--- src/sv/phps_pkg.sv ---
// phps_pkg: shared types and constants for the pid heater power step block
// controller commands, datapath status, configuration bundle and state codes
// no dependencies
`default_nettype none

package phps_pkg;

    // stream payload layout
    localparam int IN_DATA_W  = 48;
    localparam int OUT_DATA_W = 16;

    // field widths
    localparam int TEMP_W    = 9;
    localparam int READING_W = 14;
    localparam int MS_W      = 12;
    localparam int POWER_W   = 12;
    localparam int GAIN_W    = 10;
    localparam int SCALE_W   = 4;
    localparam int ERR_W     = 12;
    localparam int ISUM_W    = 18;

    // field offsets inside the input tdata
    localparam int TARGET_LSB  = 0;
    localparam int READING_LSB = TARGET_LSB + TEMP_W;
    localparam int MS_LSB      = READING_LSB + READING_W;
    localparam int LIMIT_LSB   = MS_LSB + MS_W;

    // x / 10 = (x * 52429) >> 19, exact for |x| <= 8192
    localparam logic [15:0] RECIP_TEN       = 16'd52429;
    localparam int          RECIP_TEN_SHIFT = 19;
    // x / 100 = (x * 167773) >> 24, exact for x < 2**17
    localparam logic [17:0] RECIP_HUNDRED       = 18'd167773;
    localparam int          RECIP_HUNDRED_SHIFT = 24;
    // x / 1000 = ((x >> 3) * 1099511628) >> 37, exact for x < 2**33
    localparam int          RECIP_THOUSAND_PRE   = 3;
    localparam logic [30:0] RECIP_THOUSAND       = 31'd1099511628;
    localparam int          RECIP_THOUSAND_SHIFT = 37;

    // serial divider for the derivative term, two quotient bits per cycle
    localparam int DIV_W      = 22;
    localparam int DIV_STEPS  = 2;
    localparam int DIV_CYCLES = DIV_W / DIV_STEPS;
    localparam int DIV_CNT_W  = $clog2(DIV_CYCLES + 1);

    // register reset values
    localparam logic [GAIN_W-1:0]  GAIN_P_RST    = 10'd8;
    localparam logic [GAIN_W-1:0]  GAIN_I_RST    = 10'd2;
    localparam logic [GAIN_W-1:0]  GAIN_D_RST    = 10'd0;
    localparam logic [SCALE_W-1:0] SCALE_RST     = 4'd5;
    localparam logic [TEMP_W-1:0]  MIN_TEMP_RST  = 9'd10;

    typedef enum logic [2:0] {
        REG_GAIN_P   = 3'd0,
        REG_GAIN_I   = 3'd1,
        REG_GAIN_D   = 3'd2,
        REG_SCALE    = 3'd3,
        REG_MIN_TEMP = 3'd4
    } reg_idx_t;

    typedef enum logic [3:0] {
        S_IDLE,
        S_PREP,
        S_ERR,
        S_MUL,
        S_MUL2,
        S_DDIV,
        S_IMUL,
        S_ILATCH,
        S_OUT
    } state_t;

    typedef struct packed {
        logic [GAIN_W-1:0]  gain_p;
        logic [GAIN_W-1:0]  gain_i;
        logic [GAIN_W-1:0]  gain_d;
        logic [SCALE_W-1:0] scale;
        logic [TEMP_W-1:0]  min_temp;
    } cfg_t;

    typedef struct packed {
        logic load_in;
        logic prep;
        logic calc_err;
        logic mul;
        logic start_ddiv;
        logic latch_d;
        logic imul;
        logic latch_i;
        logic out_load;
    } cmd_t;

    typedef struct packed {
        logic div_done;
        logic out_free;
    } stat_t;

endpackage

`default_nettype wire

--- src/sv/phps_div.sv ---
// phps_div: unsigned serial divider, two quotient bits per cycle
// restoring shift-subtract, fixed run length; uses phps_pkg
`default_nettype none

module phps_div (
    input  wire logic                         clk,
    input  wire logic                         rst_n,
    input  wire logic                         start,
    input  wire logic [phps_pkg::DIV_W-1:0]   dividend,
    input  wire logic [phps_pkg::MS_W-1:0]    divisor,
    output logic                              done,
    output logic [phps_pkg::DIV_W-1:0]        quotient
);
    import phps_pkg::*;

    logic [MS_W-1:0]      rem_reg,  rem_next;
    logic [DIV_W-1:0]     quo_reg,  quo_next;
    logic [MS_W-1:0]      dvs_reg;
    logic [DIV_CNT_W-1:0] cnt_reg;
    logic                 busy_reg;
    logic                 done_reg;

    always_comb
    begin
        logic [MS_W:0] trial;
        rem_next = rem_reg;
        quo_next = quo_reg;
        for (int i = 0; i < DIV_STEPS; i++)
        begin
            trial    = {rem_next, quo_next[DIV_W-1]};
            quo_next = {quo_next[DIV_W-2:0], 1'b0};
            if (trial >= {1'b0, dvs_reg})
            begin
                rem_next    = MS_W'(trial - {1'b0, dvs_reg});
                quo_next[0] = 1'b1;
            end
            else
            begin
                rem_next = trial[MS_W-1:0];
            end
        end
    end

    always_ff @(posedge clk or negedge rst_n)
    begin
        if (!rst_n)
        begin
            busy_reg <= 1'b0;
            done_reg <= 1'b0;
            cnt_reg  <= '0;
        end
        else
        begin
            done_reg <= busy_reg && (cnt_reg == DIV_CNT_W'(1));
            if (start)
            begin
                busy_reg <= 1'b1;
                cnt_reg  <= DIV_CNT_W'(DIV_CYCLES);
            end
            else if (busy_reg)
            begin
                cnt_reg <= cnt_reg - DIV_CNT_W'(1);
                if (cnt_reg == DIV_CNT_W'(1))
                begin
                    busy_reg <= 1'b0;
                end
            end
        end
    end

    always_ff @(posedge clk)
    begin
        if (start)
        begin
            rem_reg <= '0;
            quo_reg <= dividend;
            dvs_reg <= divisor;
        end
        else if (busy_reg)
        begin
            rem_reg <= rem_next;
            quo_reg <= quo_next;
        end
    end

    assign done     = done_reg;
    assign quotient = quo_reg;

endmodule

`default_nettype wire

--- src/sv/phps_datapath.sv ---
// phps_datapath: error, pid terms, anti-windup integration and output register
// driven by phps_ctrl commands; instantiates phps_div; uses phps_pkg
`default_nettype none

module phps_datapath (
    input  wire logic                            clk,
    input  wire logic                            rst_n,
    input  wire phps_pkg::cfg_t                  cfg,
    input  wire phps_pkg::cmd_t                  cmd,
    output phps_pkg::stat_t                      stat,
    input  wire logic [phps_pkg::IN_DATA_W-1:0]  in_data,
    output logic                                 out_valid,
    input  wire logic                            out_ready,
    output logic [phps_pkg::OUT_DATA_W-1:0]      out_data
);
    import phps_pkg::*;

    // captured request
    logic [TEMP_W-1:0]           target_reg;
    logic signed [READING_W-1:0] reading_reg;
    logic [MS_W-1:0]             interval_reg;
    logic [POWER_W-1:0]          limit_reg;

    // pipeline of the step
    logic                 rd_neg_reg;
    logic [29:0]          rd_prod_reg;
    logic signed [ERR_W-1:0] err_reg;
    logic signed [21:0]   pterm_reg;
    logic                 d_neg_reg;
    logic [21:0]          d_mag_reg;
    logic signed [23:0]   ei_reg;
    logic                 i_neg_reg;
    logic [34:0]          i_prod_reg;
    logic [15:0]          bound_reg;
    logic signed [10:0]   iterm_reg;
    logic                 e_neg_reg;
    logic [32:0]          eig_mag_reg;
    logic [59:0]          iq_prod_reg;
    logic signed [24:0]   outv_reg;
    logic signed [23:0]   delta_reg;

    // controller state
    logic signed [ERR_W-1:0]  last_err_reg,  last_err_next;
    logic signed [ISUM_W-1:0] isum_reg,      isum_next;
    logic                     out_valid_reg;
    logic [POWER_W-1:0]       drive_reg,     drive_next;

    // divider
    logic               div_start;
    logic [DIV_W-1:0]   div_dividend;
    logic [MS_W-1:0]    div_divisor;
    logic               div_done;
    logic [DIV_W-1:0]   div_quo;

    // combinational terms
    logic [READING_W-1:0]   rd_mag;
    logic [10:0]            rd_q;
    logic signed [10:0]     reading_q;
    logic signed [ERR_W-1:0] err_calc;
    logic signed [22:0]     p_full;
    logic signed [12:0]     err_diff;
    logic signed [23:0]     d_full;
    logic [23:0]            d_abs;
    logic signed [24:0]     ei_full;
    logic [ISUM_W-1:0]      isum_abs;
    logic [10:0]            i_q;
    logic signed [34:0]     eig_full;
    logic [34:0]            eig_abs;
    logic [22:0]            eig_q;
    logic signed [22:0]     dterm;
    logic signed [23:0]     delta_calc;
    logic signed [24:0]     limit_s;
    logic signed [24:0]     bound_s;
    logic signed [24:0]     sum_calc;
    logic                   sat_hi;
    logic                   sat_lo;

    assign rd_mag    = reading_reg[READING_W-1] ? READING_W'(-reading_reg)
                                                : READING_W'(reading_reg);
    assign rd_q      = rd_prod_reg[29:RECIP_TEN_SHIFT];
    assign reading_q = rd_neg_reg ? -$signed(rd_q) : $signed(rd_q);
    assign err_calc  = $signed({3'b000, target_reg}) - ERR_W'(reading_q);

    assign p_full   = $signed({1'b0, cfg.gain_p}) * err_reg;
    assign err_diff = 13'(err_reg) - 13'(last_err_reg);
    assign d_full   = $signed({1'b0, cfg.gain_d}) * err_diff;
    assign d_abs    = d_full[23] ? 24'(-d_full) : 24'(d_full);
    assign ei_full  = err_reg * $signed({1'b0, interval_reg});
    assign isum_abs = isum_reg[ISUM_W-1] ? ISUM_W'(-isum_reg) : ISUM_W'(isum_reg);

    assign i_q      = i_prod_reg[34:RECIP_HUNDRED_SHIFT];
    assign eig_full = ei_reg * $signed({1'b0, cfg.gain_i});
    assign eig_abs  = eig_full[34] ? 35'(-eig_full) : 35'(eig_full);
    assign eig_q    = iq_prod_reg[59:RECIP_THOUSAND_SHIFT];

    assign dterm      = d_neg_reg ? -$signed({1'b0, div_quo})
                                  : $signed({1'b0, div_quo});
    assign delta_calc = e_neg_reg ? -$signed({1'b0, eig_q})
                                  : $signed({1'b0, eig_q});

    // divider runs only the derivative over the interval
    assign div_start    = cmd.start_ddiv;
    assign div_dividend = d_mag_reg;
    assign div_divisor  = interval_reg;

    phps_div u_div (
        .clk      (clk),
        .rst_n    (rst_n),
        .start    (div_start),
        .dividend (div_dividend),
        .divisor  (div_divisor),
        .done     (div_done),
        .quotient (div_quo)
    );

    // anti-windup, integral clamp, output clamp and zero drive below min_temp
    always_comb
    begin
        limit_s = $signed({13'b0, limit_reg});
        bound_s = $signed({9'b0, bound_reg});
        sat_hi  = (outv_reg >= limit_s) && (err_reg > 0);
        sat_lo  = (outv_reg <= 0) && (err_reg < 0);
        sum_calc = 25'(isum_reg);
        if (!(sat_hi || sat_lo))
        begin
            sum_calc = sum_calc + 25'(delta_reg);
        end
        if (sum_calc > bound_s)
        begin
            sum_calc = bound_s;
        end
        else if (sum_calc < -bound_s)
        begin
            sum_calc = -bound_s;
        end
        isum_next     = sum_calc[ISUM_W-1:0];
        last_err_next = err_reg;

        if (outv_reg > limit_s)
        begin
            drive_next = limit_reg;
        end
        else if (outv_reg < 0)
        begin
            drive_next = '0;
        end
        else
        begin
            drive_next = outv_reg[POWER_W-1:0];
        end
        if (target_reg < cfg.min_temp)
        begin
            drive_next = '0;
        end
    end

    always_ff @(posedge clk)
    begin
        if (cmd.load_in)
        begin
            target_reg   <= in_data[TARGET_LSB +: TEMP_W];
            reading_reg  <= $signed(in_data[READING_LSB +: READING_W]);
            interval_reg <= (in_data[MS_LSB +: MS_W] == '0) ? MS_W'(1)
                                                           : in_data[MS_LSB +: MS_W];
            limit_reg    <= in_data[LIMIT_LSB +: POWER_W];
        end
        if (cmd.prep)
        begin
            rd_neg_reg  <= reading_reg[READING_W-1];
            rd_prod_reg <= rd_mag * RECIP_TEN;
        end
        if (cmd.calc_err)
        begin
            err_reg <= err_calc;
        end
        if (cmd.mul)
        begin
            pterm_reg  <= p_full[21:0];
            d_neg_reg  <= d_full[23];
            d_mag_reg  <= d_abs[21:0];
            ei_reg     <= ei_full[23:0];
            i_neg_reg  <= isum_reg[ISUM_W-1];
            i_prod_reg <= isum_abs[16:0] * RECIP_HUNDRED;
            bound_reg  <= cfg.scale * limit_reg;
        end
        if (cmd.start_ddiv)
        begin
            iterm_reg   <= i_neg_reg ? -$signed(i_q) : $signed(i_q);
            e_neg_reg   <= eig_full[34];
            eig_mag_reg <= eig_abs[32:0];
        end
        if (cmd.latch_d)
        begin
            outv_reg <= 25'(pterm_reg) + 25'(iterm_reg) + 25'(dterm);
        end
        if (cmd.imul)
        begin
            iq_prod_reg <= eig_mag_reg[32:RECIP_THOUSAND_PRE] * RECIP_THOUSAND;
        end
        if (cmd.latch_i)
        begin
            delta_reg <= delta_calc;
        end
        if (cmd.out_load)
        begin
            drive_reg <= drive_next;
        end
    end

    always_ff @(posedge clk or negedge rst_n)
    begin
        if (!rst_n)
        begin
            last_err_reg  <= '0;
            isum_reg      <= '0;
            out_valid_reg <= 1'b0;
        end
        else
        begin
            if (cmd.out_load)
            begin
                last_err_reg  <= last_err_next;
                isum_reg      <= isum_next;
                out_valid_reg <= 1'b1;
            end
            else if (out_ready)
            begin
                out_valid_reg <= 1'b0;
            end
        end
    end

    assign stat.div_done = div_done;
    assign stat.out_free = !out_valid_reg || out_ready;
    assign out_valid     = out_valid_reg;
    assign out_data      = OUT_DATA_W'(drive_reg);

endmodule

`default_nettype wire

--- src/sv/phps_ctrl.sv ---
// phps_ctrl: step sequencer for the pid heater power step
// issues datapath commands, waits on the divider and the output register; uses phps_pkg
`default_nettype none

module phps_ctrl (
    input  wire logic            clk,
    input  wire logic            rst_n,
    input  wire logic            in_valid,
    output logic                 in_ready,
    input  wire phps_pkg::stat_t stat,
    output phps_pkg::cmd_t       cmd
);
    import phps_pkg::*;

    state_t state_reg, state_next;

    always_ff @(posedge clk or negedge rst_n)
    begin
        if (!rst_n)
        begin
            state_reg <= S_IDLE;
        end
        else
        begin
            state_reg <= state_next;
        end
    end

    always_comb
    begin
        state_next = state_reg;
        cmd        = '0;
        in_ready   = 1'b0;
        case (state_reg)
            S_IDLE:
            begin
                in_ready = 1'b1;
                if (in_valid)
                begin
                    cmd.load_in = 1'b1;
                    state_next  = S_PREP;
                end
            end
            S_PREP:
            begin
                cmd.prep   = 1'b1;
                state_next = S_ERR;
            end
            S_ERR:
            begin
                cmd.calc_err = 1'b1;
                state_next   = S_MUL;
            end
            S_MUL:
            begin
                cmd.mul    = 1'b1;
                state_next = S_MUL2;
            end
            S_MUL2:
            begin
                cmd.start_ddiv = 1'b1;
                state_next     = S_DDIV;
            end
            S_DDIV:
            begin
                if (stat.div_done)
                begin
                    cmd.latch_d = 1'b1;
                    state_next  = S_IMUL;
                end
            end
            S_IMUL:
            begin
                cmd.imul   = 1'b1;
                state_next = S_ILATCH;
            end
            S_ILATCH:
            begin
                cmd.latch_i = 1'b1;
                state_next  = S_OUT;
            end
            S_OUT:
            begin
                // state and result commit together once the output slot is free
                if (stat.out_free)
                begin
                    cmd.out_load = 1'b1;
                    state_next   = S_IDLE;
                end
            end
            default:
            begin
                state_next = S_IDLE;
            end
        endcase
    end

endmodule

`default_nettype wire

--- src/sv/pid_heater_power_step.sv ---
// pid heater power step: one drive request per accepted sample request
// steps: prep, error, multiply, divider start, a wait on the divider run for the
// derivative over the interval, integral multiply and latch, then the output load
// no new request is taken before the output load, which waits for a free slot;
// a finished result may wait in the output register while the next request is taken
// reset: gains, scale and min_temp to defaults, last error and integral sum to zero
`default_nettype none

module pid_heater_power_step (
    input  wire logic        clk,
    input  wire logic        rst_n,
    // configuration port
    input  wire logic        psel,
    input  wire logic        penable,
    input  wire logic        pwrite,
    input  wire logic [4:0]  paddr,
    input  wire logic [31:0] pwdata,
    output logic [31:0]      prdata,
    output logic             pready,
    // sample input
    input  wire logic        s_axis_tvalid,
    output logic             s_axis_tready,
    // target_temp[8:0], reading_tenths[22:9], elapsed_ms[34:23], power_limit[46:35]
    input  wire logic [47:0] s_axis_tdata,
    // drive output
    output logic             m_axis_tvalid,
    input  wire logic        m_axis_tready,
    // drive_power[11:0]
    output logic [15:0]      m_axis_tdata
);
    import phps_pkg::*;

    logic [GAIN_W-1:0]  gain_p_reg;
    logic [GAIN_W-1:0]  gain_i_reg;
    logic [GAIN_W-1:0]  gain_d_reg;
    logic [SCALE_W-1:0] scale_reg;
    logic [TEMP_W-1:0]  min_temp_reg;

    logic     cfg_wr;
    reg_idx_t cfg_idx;
    cfg_t     cfg;
    cmd_t     cmd;
    stat_t    stat;

    assign pready  = 1'b1;
    assign cfg_wr  = psel && penable && pwrite && pready;
    assign cfg_idx = reg_idx_t'(paddr[4:2]);

    always_ff @(posedge clk or negedge rst_n)
    begin
        if (!rst_n)
        begin
            gain_p_reg   <= GAIN_P_RST;
            gain_i_reg   <= GAIN_I_RST;
            gain_d_reg   <= GAIN_D_RST;
            scale_reg    <= SCALE_RST;
            min_temp_reg <= MIN_TEMP_RST;
        end
        else if (cfg_wr)
        begin
            case (cfg_idx)
                REG_GAIN_P:   gain_p_reg   <= pwdata[GAIN_W-1:0];
                REG_GAIN_I:   gain_i_reg   <= pwdata[GAIN_W-1:0];
                REG_GAIN_D:   gain_d_reg   <= pwdata[GAIN_W-1:0];
                REG_SCALE:    scale_reg    <= pwdata[SCALE_W-1:0];
                REG_MIN_TEMP: min_temp_reg <= pwdata[TEMP_W-1:0];
                default:      ;
            endcase
        end
    end

    always_comb
    begin
        case (cfg_idx)
            REG_GAIN_P:   prdata = 32'(gain_p_reg);
            REG_GAIN_I:   prdata = 32'(gain_i_reg);
            REG_GAIN_D:   prdata = 32'(gain_d_reg);
            REG_SCALE:    prdata = 32'(scale_reg);
            REG_MIN_TEMP: prdata = 32'(min_temp_reg);
            default:      prdata = '0;
        endcase
    end

    assign cfg.gain_p   = gain_p_reg;
    assign cfg.gain_i   = gain_i_reg;
    assign cfg.gain_d   = gain_d_reg;
    assign cfg.scale    = scale_reg;
    assign cfg.min_temp = min_temp_reg;

    phps_ctrl u_ctrl (
        .clk      (clk),
        .rst_n    (rst_n),
        .in_valid (s_axis_tvalid),
        .in_ready (s_axis_tready),
        .stat     (stat),
        .cmd      (cmd)
    );

    phps_datapath u_datapath (
        .clk       (clk),
        .rst_n     (rst_n),
        .cfg       (cfg),
        .cmd       (cmd),
        .stat      (stat),
        .in_data   (s_axis_tdata),
        .out_valid (m_axis_tvalid),
        .out_ready (m_axis_tready),
        .out_data  (m_axis_tdata)
    );

endmodule

`default_nettype wire

--- config.mk ---
export PLATFORM = sky130hd
export DESIGN_NAME = pid_heater_power_step
export DESIGN_NICKNAME = d
export VERILOG_FILES = /design/src/sv/phps_pkg.sv /design/src/sv/phps_div.sv /design/src/sv/phps_datapath.sv /design/src/sv/phps_ctrl.sv /design/src/sv/pid_heater_power_step.sv
export SDC_FILE = /design/constraint.sdc
export NUM_CORES = 2
export LEC_CHECK = 0
export ABC_AREA = 1
export BUFFER_PORTS_ARGS = -buffer_cell sky130_fd_sc_hd__buf_2
export CAP_MARGIN = 20
export CORE_ASPECT_RATIO = 0.5
export CORE_MARGIN = 5
export CORE_UTILIZATION = 45
export CTS_CLUSTER_SIZE = 20
export DETAILED_ROUTE_END_ITERATION = 8
export GPL_TIMING_DRIVEN = 0
export PLACE_DENSITY = 0.58
export REMOVE_ABC_BUFFERS = 1
export SLEW_MARGIN = 40
export SYNTH_ARGS = -nofsm -noshare
export SYNTH_HDL_FRONTEND = slang
export SYNTH_SLANG_ARGS = --single-unit
--- constraint.sdc ---
create_clock -name clk -period 15.3 [get_ports clk]
set_clock_uncertainty 0.1 [all_clocks]
set_input_delay 0.765 -clock clk [delete_from_list [all_inputs] [get_ports clk]]
set_output_delay 0.765 -clock clk [all_outputs]
set_load 0.005 [all_outputs]
# == Word-level counts from Yosys, hierarchy flattened ==
# Cells that the tools add are included.
# totals
mem_count,0
romBits,0
regBits,505
ramBits,0
word_cells,152
output_inout_bits,51
in_bits,92
latchBits,0
# op_classes
n_eq_ne,16
bitwise,0
n_mul,8
n_div,0
reduce_logical,19
n_lt_le_gt_ge,11
muxes,44
add_sub_neg,17
n_shift,0
# ops
operator,n
$mux 22,3
$mul 30x29->58 const B,1
$pmux 10 s5,1
$mux 12,4
$mux 23,2
$mux 18,2
$pmux 4 s9,1
$mul 17x18->35 const B,1
$mul 24x11->35,1
$mux 33,1
$neg 33->33,1
$mul 14x16->30 const B,1
$ge 13x12->1,2
$add 18x24->25,1
$ge 25x13->1,1
$gt 25x13->1,1
$gt 25x17->1,1
$le 25x1->1 const B,1
$lt 25x1->1 const B,1
$lt 25x25->1,1
$mux 25,1
$neg 16->25,1
$add 23x23->24,1
$mul 11x13->24,1
other kinds (40),83

# == Longest topological paths before layout ==
# logic_depth
depth_word,7
mapped_depth,42

# == Cells and area by module ==
# From an unflattened synthesis, not the netlist that was laid out.
# hier_totals
cells_unflattened,8861
hier_area_um2,74401.4
# by_module_without_submodules
mod,seq_area_each_um2,area_per_inst_um2,cells_per_inst,n_inst
phps_datapath,9574.2,68107.8,8054,1
phps_div,1411.4,3731.1,493,1
pid_heater_power_step,1083.5,2287.2,272,1
phps_ctrl,100.1,275.3,42,1

# == Worst setup path before layout ==
# Ideal clock, no wire load.
# synth_timing
path_kind,flip-flop to flip-flop
startpoint,reg u_datapath.err_reg[0]
endpoint,"reg u_datapath.d_mag_reg[10], data pin"
path_stages_with_launch,39
slack_ns,8.213
arrival_time_ns,6.730
synth_period_minus_slack_ns,7.087
cell_sequence,edfxtp_1 > inv_1 > ha_1 > fa_1 > o21ai_0 > nand2_1 > nand2_1 > a21oi_1 > o21ai_0 > nand2_1 > nand2_1 > a21oi_1 > or2_2 > nand2_1 > inv_1 > nand2_1 > fa_1 > inv_1 > [3 not listed] > inv_1 > fa_1 > inv_1 > ha_1 > a21oi_1 > o21ai_0 > a21oi_1 > nand2_1 > a21oi_1 > inv_1 > nand2_1 > nand2_1 > nand2_1 > nand2_1 > inv_2 > buf_2 > nand2_1 > xor2_1
# synth_between
elab_cells_between_ends,4
# synth_lines
item,line_no,source
start: declaration,phps_datapath.sv:27,logic signed [ERR_W-1:0] err_reg;
start signal: assignment,phps_datapath.sv:174,err_reg <= err_calc;
$sub 12x12->13,phps_datapath.sv:85,assign err_diff = 13'(err_reg) - 13'(last_err_reg);
$mul 11x13->24,phps_datapath.sv:86,"assign d_full = $signed({1'b0, cfg.gain_d}) * err_diff;"
via u_datapath.d_full[23],phps_datapath.sv:62,logic signed [23:0] d_full;
$mux 22,phps_datapath.sv:87,assign d_abs = d_full[23] ? 24'(-d_full) : 24'(d_full);
via u_datapath.d_abs[10],phps_datapath.sv:63,logic [23:0] d_abs;
end signal: assignment,phps_datapath.sv:180,d_mag_reg <= d_abs[21:0];
end: declaration,phps_datapath.sv:30,logic [21:0] d_mag_reg;
# The timed path passes the listed nets, and every way through them passes these cells.
# A chain may end at the register's enable or synchronous reset.

# == Worst setup path after layout ==
# layout_timing
startpoint,reg u_datapath.err_reg[1]
endpoint,"reg u_datapath.d_mag_reg[16], data pin"
# layout_between
elab_chain_len,4
# layout_lines
item,line_no
$sub 12x12->13 *,phps_datapath.sv:85
$mul 11x13->24 *,phps_datapath.sv:86
$neg 22->22,phps_datapath.sv:87
$mux 22 *,phps_datapath.sv:87
via u_datapath.d_abs[16],phps_datapath.sv:63
# Mark *: on every way through the listed nets, which the timed path passes. The rest lies on a longest branch.

==> summary.md <==
On the critical path, the stage with the largest delay is an instance of edfxtp_1. The repair_antennas step left the layout with diodes totalling 0. The first detailed-routing pass took 5 iterations. The buffer depth of the longest clock path was 3; the clock transition at the registers of the reported paths was 0.06 ns. Yosys mapped a number of flops with a built-in enable equal to 327. The area of the die came out at 172,000 um2. The worst register-to-register path ends at u_datapath.d_mag_reg[16].

Post-synthesis adder-cell area fraction: 46.0%. In this run the number of H-tree levels came out at 2. The via count normalized by instance count is 5.00, and the global placement routability congestion is 0.896. Once detailed placement completed, the half-perimeter wirelength came to 156,000 um. The most used flip-flop cell after synthesis is edfxtp_1. The flow ran to the end, and the final reports show no timing, DRC or antenna violations. Counting distinct cell types in the post-synthesis netlist gives 68.

In this run the tightest slew margin relative to its limit is 39.3%. Across the run, the number of max-cap violations was 0. The wire length of the first global-routing pass came out at 299,000 um. The logs give 5 for the number of antenna violations at the first check in global routing and 55 for the largest net degree at the start of global routing. The global-route total usage across every layer was 21.6%. The total I/O pin count was 143; the later-pin clock latency in the skew report was 0.63 ns.

For the number of nets at the end of the flow, the log shows 10,900. The total overflow left after global routing is 0. The first-iteration detailed-routing DRC count is 3,436, and the area growth from synthesis to layout is 6.92%. For this run, design rule violations remaining after detail routing come to 0. The worst reg-to-reg setup slack is 6.69 ns, and the detailed-route wire length is 182,000 um. Yosys printed 0 warnings. The dominant cell type by count on the critical path is nand2_1. The register with the most flip-flops in the layout has 30 of them.

The maximum fanout encountered on the critical timing path is 17. Leaving out fill and tap cells, the most frequent cell in the layout is inv_1. Dividing the detail-routed wire length by the instance count gives 16.7 um. Average instance area after synthesis: 8.46 um2. Area inside the core boundary: 162,000 um2.

The synthesized flop and latch total was 423; the count of vias placed by the detailed router was 54,700. Measured against the total synthesized area, the mux share comes to 0.0272%. Sorting the synthesized cells by area gives the leading types as fa_1 28%, ha_1 18%, edfxtp_1 13%. For the number of global-route vias before repair, the log shows 55,800. Static timing analysis puts the maximum clock frequency at 116 MHz. Row generation in the floorplan step produced 104 rows. TritonCTS built the clock tree.

For the worst flop-to-flop path, the logic depth is 37. Area fraction in and, or, nand and nor cells after synthesis: 14.5%. The final hold violation count came out at 0. In this design, the stage delay of the slowest critical-path cell is 0.66 ns. The worst path uses 56.2% of the clock period.

Largest family of logic cells by synthesized area: adder cells. The synthesized netlist devotes 6.56% of its cell area to compound gates. Setup repair after global routing left no endpoint under its margin. In the layout the commonest cells are 2,158 x inv_1, 1,685 x nand2_1, 1,050 x ha_1, 1,031 x fa_1, 464 x nor2_1. The number of buffers inserted during clock tree synthesis is 49. The tools report the count of final max-slew check failures as 0.

The worst setup path is captured at a register. Number of sinks on the clock net: 423. The logs give 0 for the total of endpoints with negative setup slack in the final report and 15.56 ns for the data required time at the worst endpoint.

The cell sitting at the root of the clock tree is a clkbuf_16. Fraction of synthesized cell area taken by the top area cell type: 28.1%. The cell depth of the worst hold path is 1, and the arrival time at the worst endpoint is 8.87 ns. In this run the cell area of the synthesized design comes to 73,500 um2. Of all flip-flops after synthesis, the portion carrying an async set or reset was 19.9%.

The starting density of the core is 45.5%. In this run the critical register-to-register path is launched from u_datapath.err_reg[1]. Adding up every negative setup slack in the final design gives 0 ns.

The tools report the hold path endpoint as u_datapath.target_reg[3]. In this run the vertical extent of the chip is 296 um. The smallest clock period supported by the final layout is computed as 8.61 ns.

The run gives 16.6% as the sequential cell area fraction in the yosys report. Once detail routing completed, the nets flagged for antenna violations numbered 0. The biggest area consumer among synthesized cells is fa_1. At the pin with the least slew margin, the transition time is 0.907 ns. The die is 581 um wide. Count of input and output buffers: 90. The share of layout cells above drive strength 1 works out to 4.03%. Category of the most critical setup path: reg2reg. Synthesis produced 8,688 cells.

The kind of path behind the tightest hold check is in2reg. The worst hold path begins at s_axis_tdata[3]. The xor/xnor share of the synthesized area was 4.05%.

The critical path startpoint category was a register. For the count of buffers added by post-CTS timing repair for setup, the log shows 0.
final cells by class:
type / instances / area [um2]
fillers: 15800 / 83100
multi-input cells: 5911 / 52500
flip-flops and latches: 423 / 12200
inverters: 2174 / 8160
well taps: 2173 / 2720
clock buffers: 60 / 1330
repair buffers: 157 / 1270
clock inverters: 31 / 379
timing repair:
action                                 in CTS  in global routing
gates resized for setup                     0                  0
endpoints found under the hold margin      30                  0
hold buffers                                1                  0
cell usage after synthesis, types with 60 or more instances:
| library cell | instances |
|---|---|
| a21oi_1 | 351 |
| clkbuf_1 | 143 |
| dfrtp_1 | 78 |
| edfxtp_1 | 327 |
| fa_1 | 1031 |
| ha_1 | 1050 |
| inv_1 | 2160 |
| nand2_1 | 1686 |
| nand3_1 | 204 |
| nand4_1 | 60 |
| nor2_1 | 470 |
| nor3_1 | 75 |
| o21ai_0 | 286 |
| xnor2_1 | 106 |
| xor2_1 | 234 |
critical path: cells and delay by family, from the launching register on:
family	cells	cell delay, ns
DFF	1	0.66
xor gates and xnor gates	1	0.16
and+or+nand+nor	12	1.66
buffers and inverters	8	0.98
adders and majority gates	7	3.13
AOI/OAI and AO/OA	9	1.64
cells by family after synthesis:
| kind of cell | count (synthesis) |
|---|---|
| flip-flops | 423 |
| AND/OR/NAND/NOR | 2601 |
| other | 2 |
| AO/OA/AOI/OAI | 860 |
| XOR/XNOR | 340 |
| adder cells (fa/ha/maj) | 2081 |
| multiplexers | 2 |
| buffers and inverters | 2379 |
per-layer routing:
layer	global-route usage, %	share of wire (%)	vias to the layer above
met5	0	0.0038	-
met4	3.51	1.5	2
met3	1.68	4.1	144
met2	35.6	45	998
met1	31.8	49	26700
li1	-	-	26800
worst max-delay path by stage:
stage                          start                             to  slack [ns]  depth (start not counted)
2_1_floorplan  u_datapath.err_reg[0]       u_datapath.d_mag_reg[16]        7.89                         38
3_3_place_gp     u_ctrl.state_reg[0]  u_datapath.u_div.quotient[18]        5.08                          6
3_5_place_dp   u_datapath.err_reg[0]       u_datapath.d_mag_reg[16]        6.68                         38
4_1_cts        u_datapath.err_reg[0]       u_datapath.d_mag_reg[16]        6.64                         38
5_1_grt        u_datapath.err_reg[0]       u_datapath.d_mag_reg[16]        5.97                         38
6_report       u_datapath.err_reg[1]       u_datapath.d_mag_reg[16]        6.69                         37
per-stage QoR:
step	worst slack [ns]	hold WS (ns)	cells	instance area (um2)	utilization (%)
3_3_place_gp	5.08	0.361	10800	75800	46.9
5_1_grt	5.97	0.178	10900	78600	48.6
4_1_cts	6.64	0.168	10900	78400	48.5
3_5_place_dp	6.68	0.365	10800	76700	47.5
2_1_floorplan	7.89	0.346	8508	72700	-
6_report	6.69	0.210	10900	78600	48.6
Power is not shown: default switching activity piles up to over one toggle a cycle in this logic, so the estimate is an artifact.
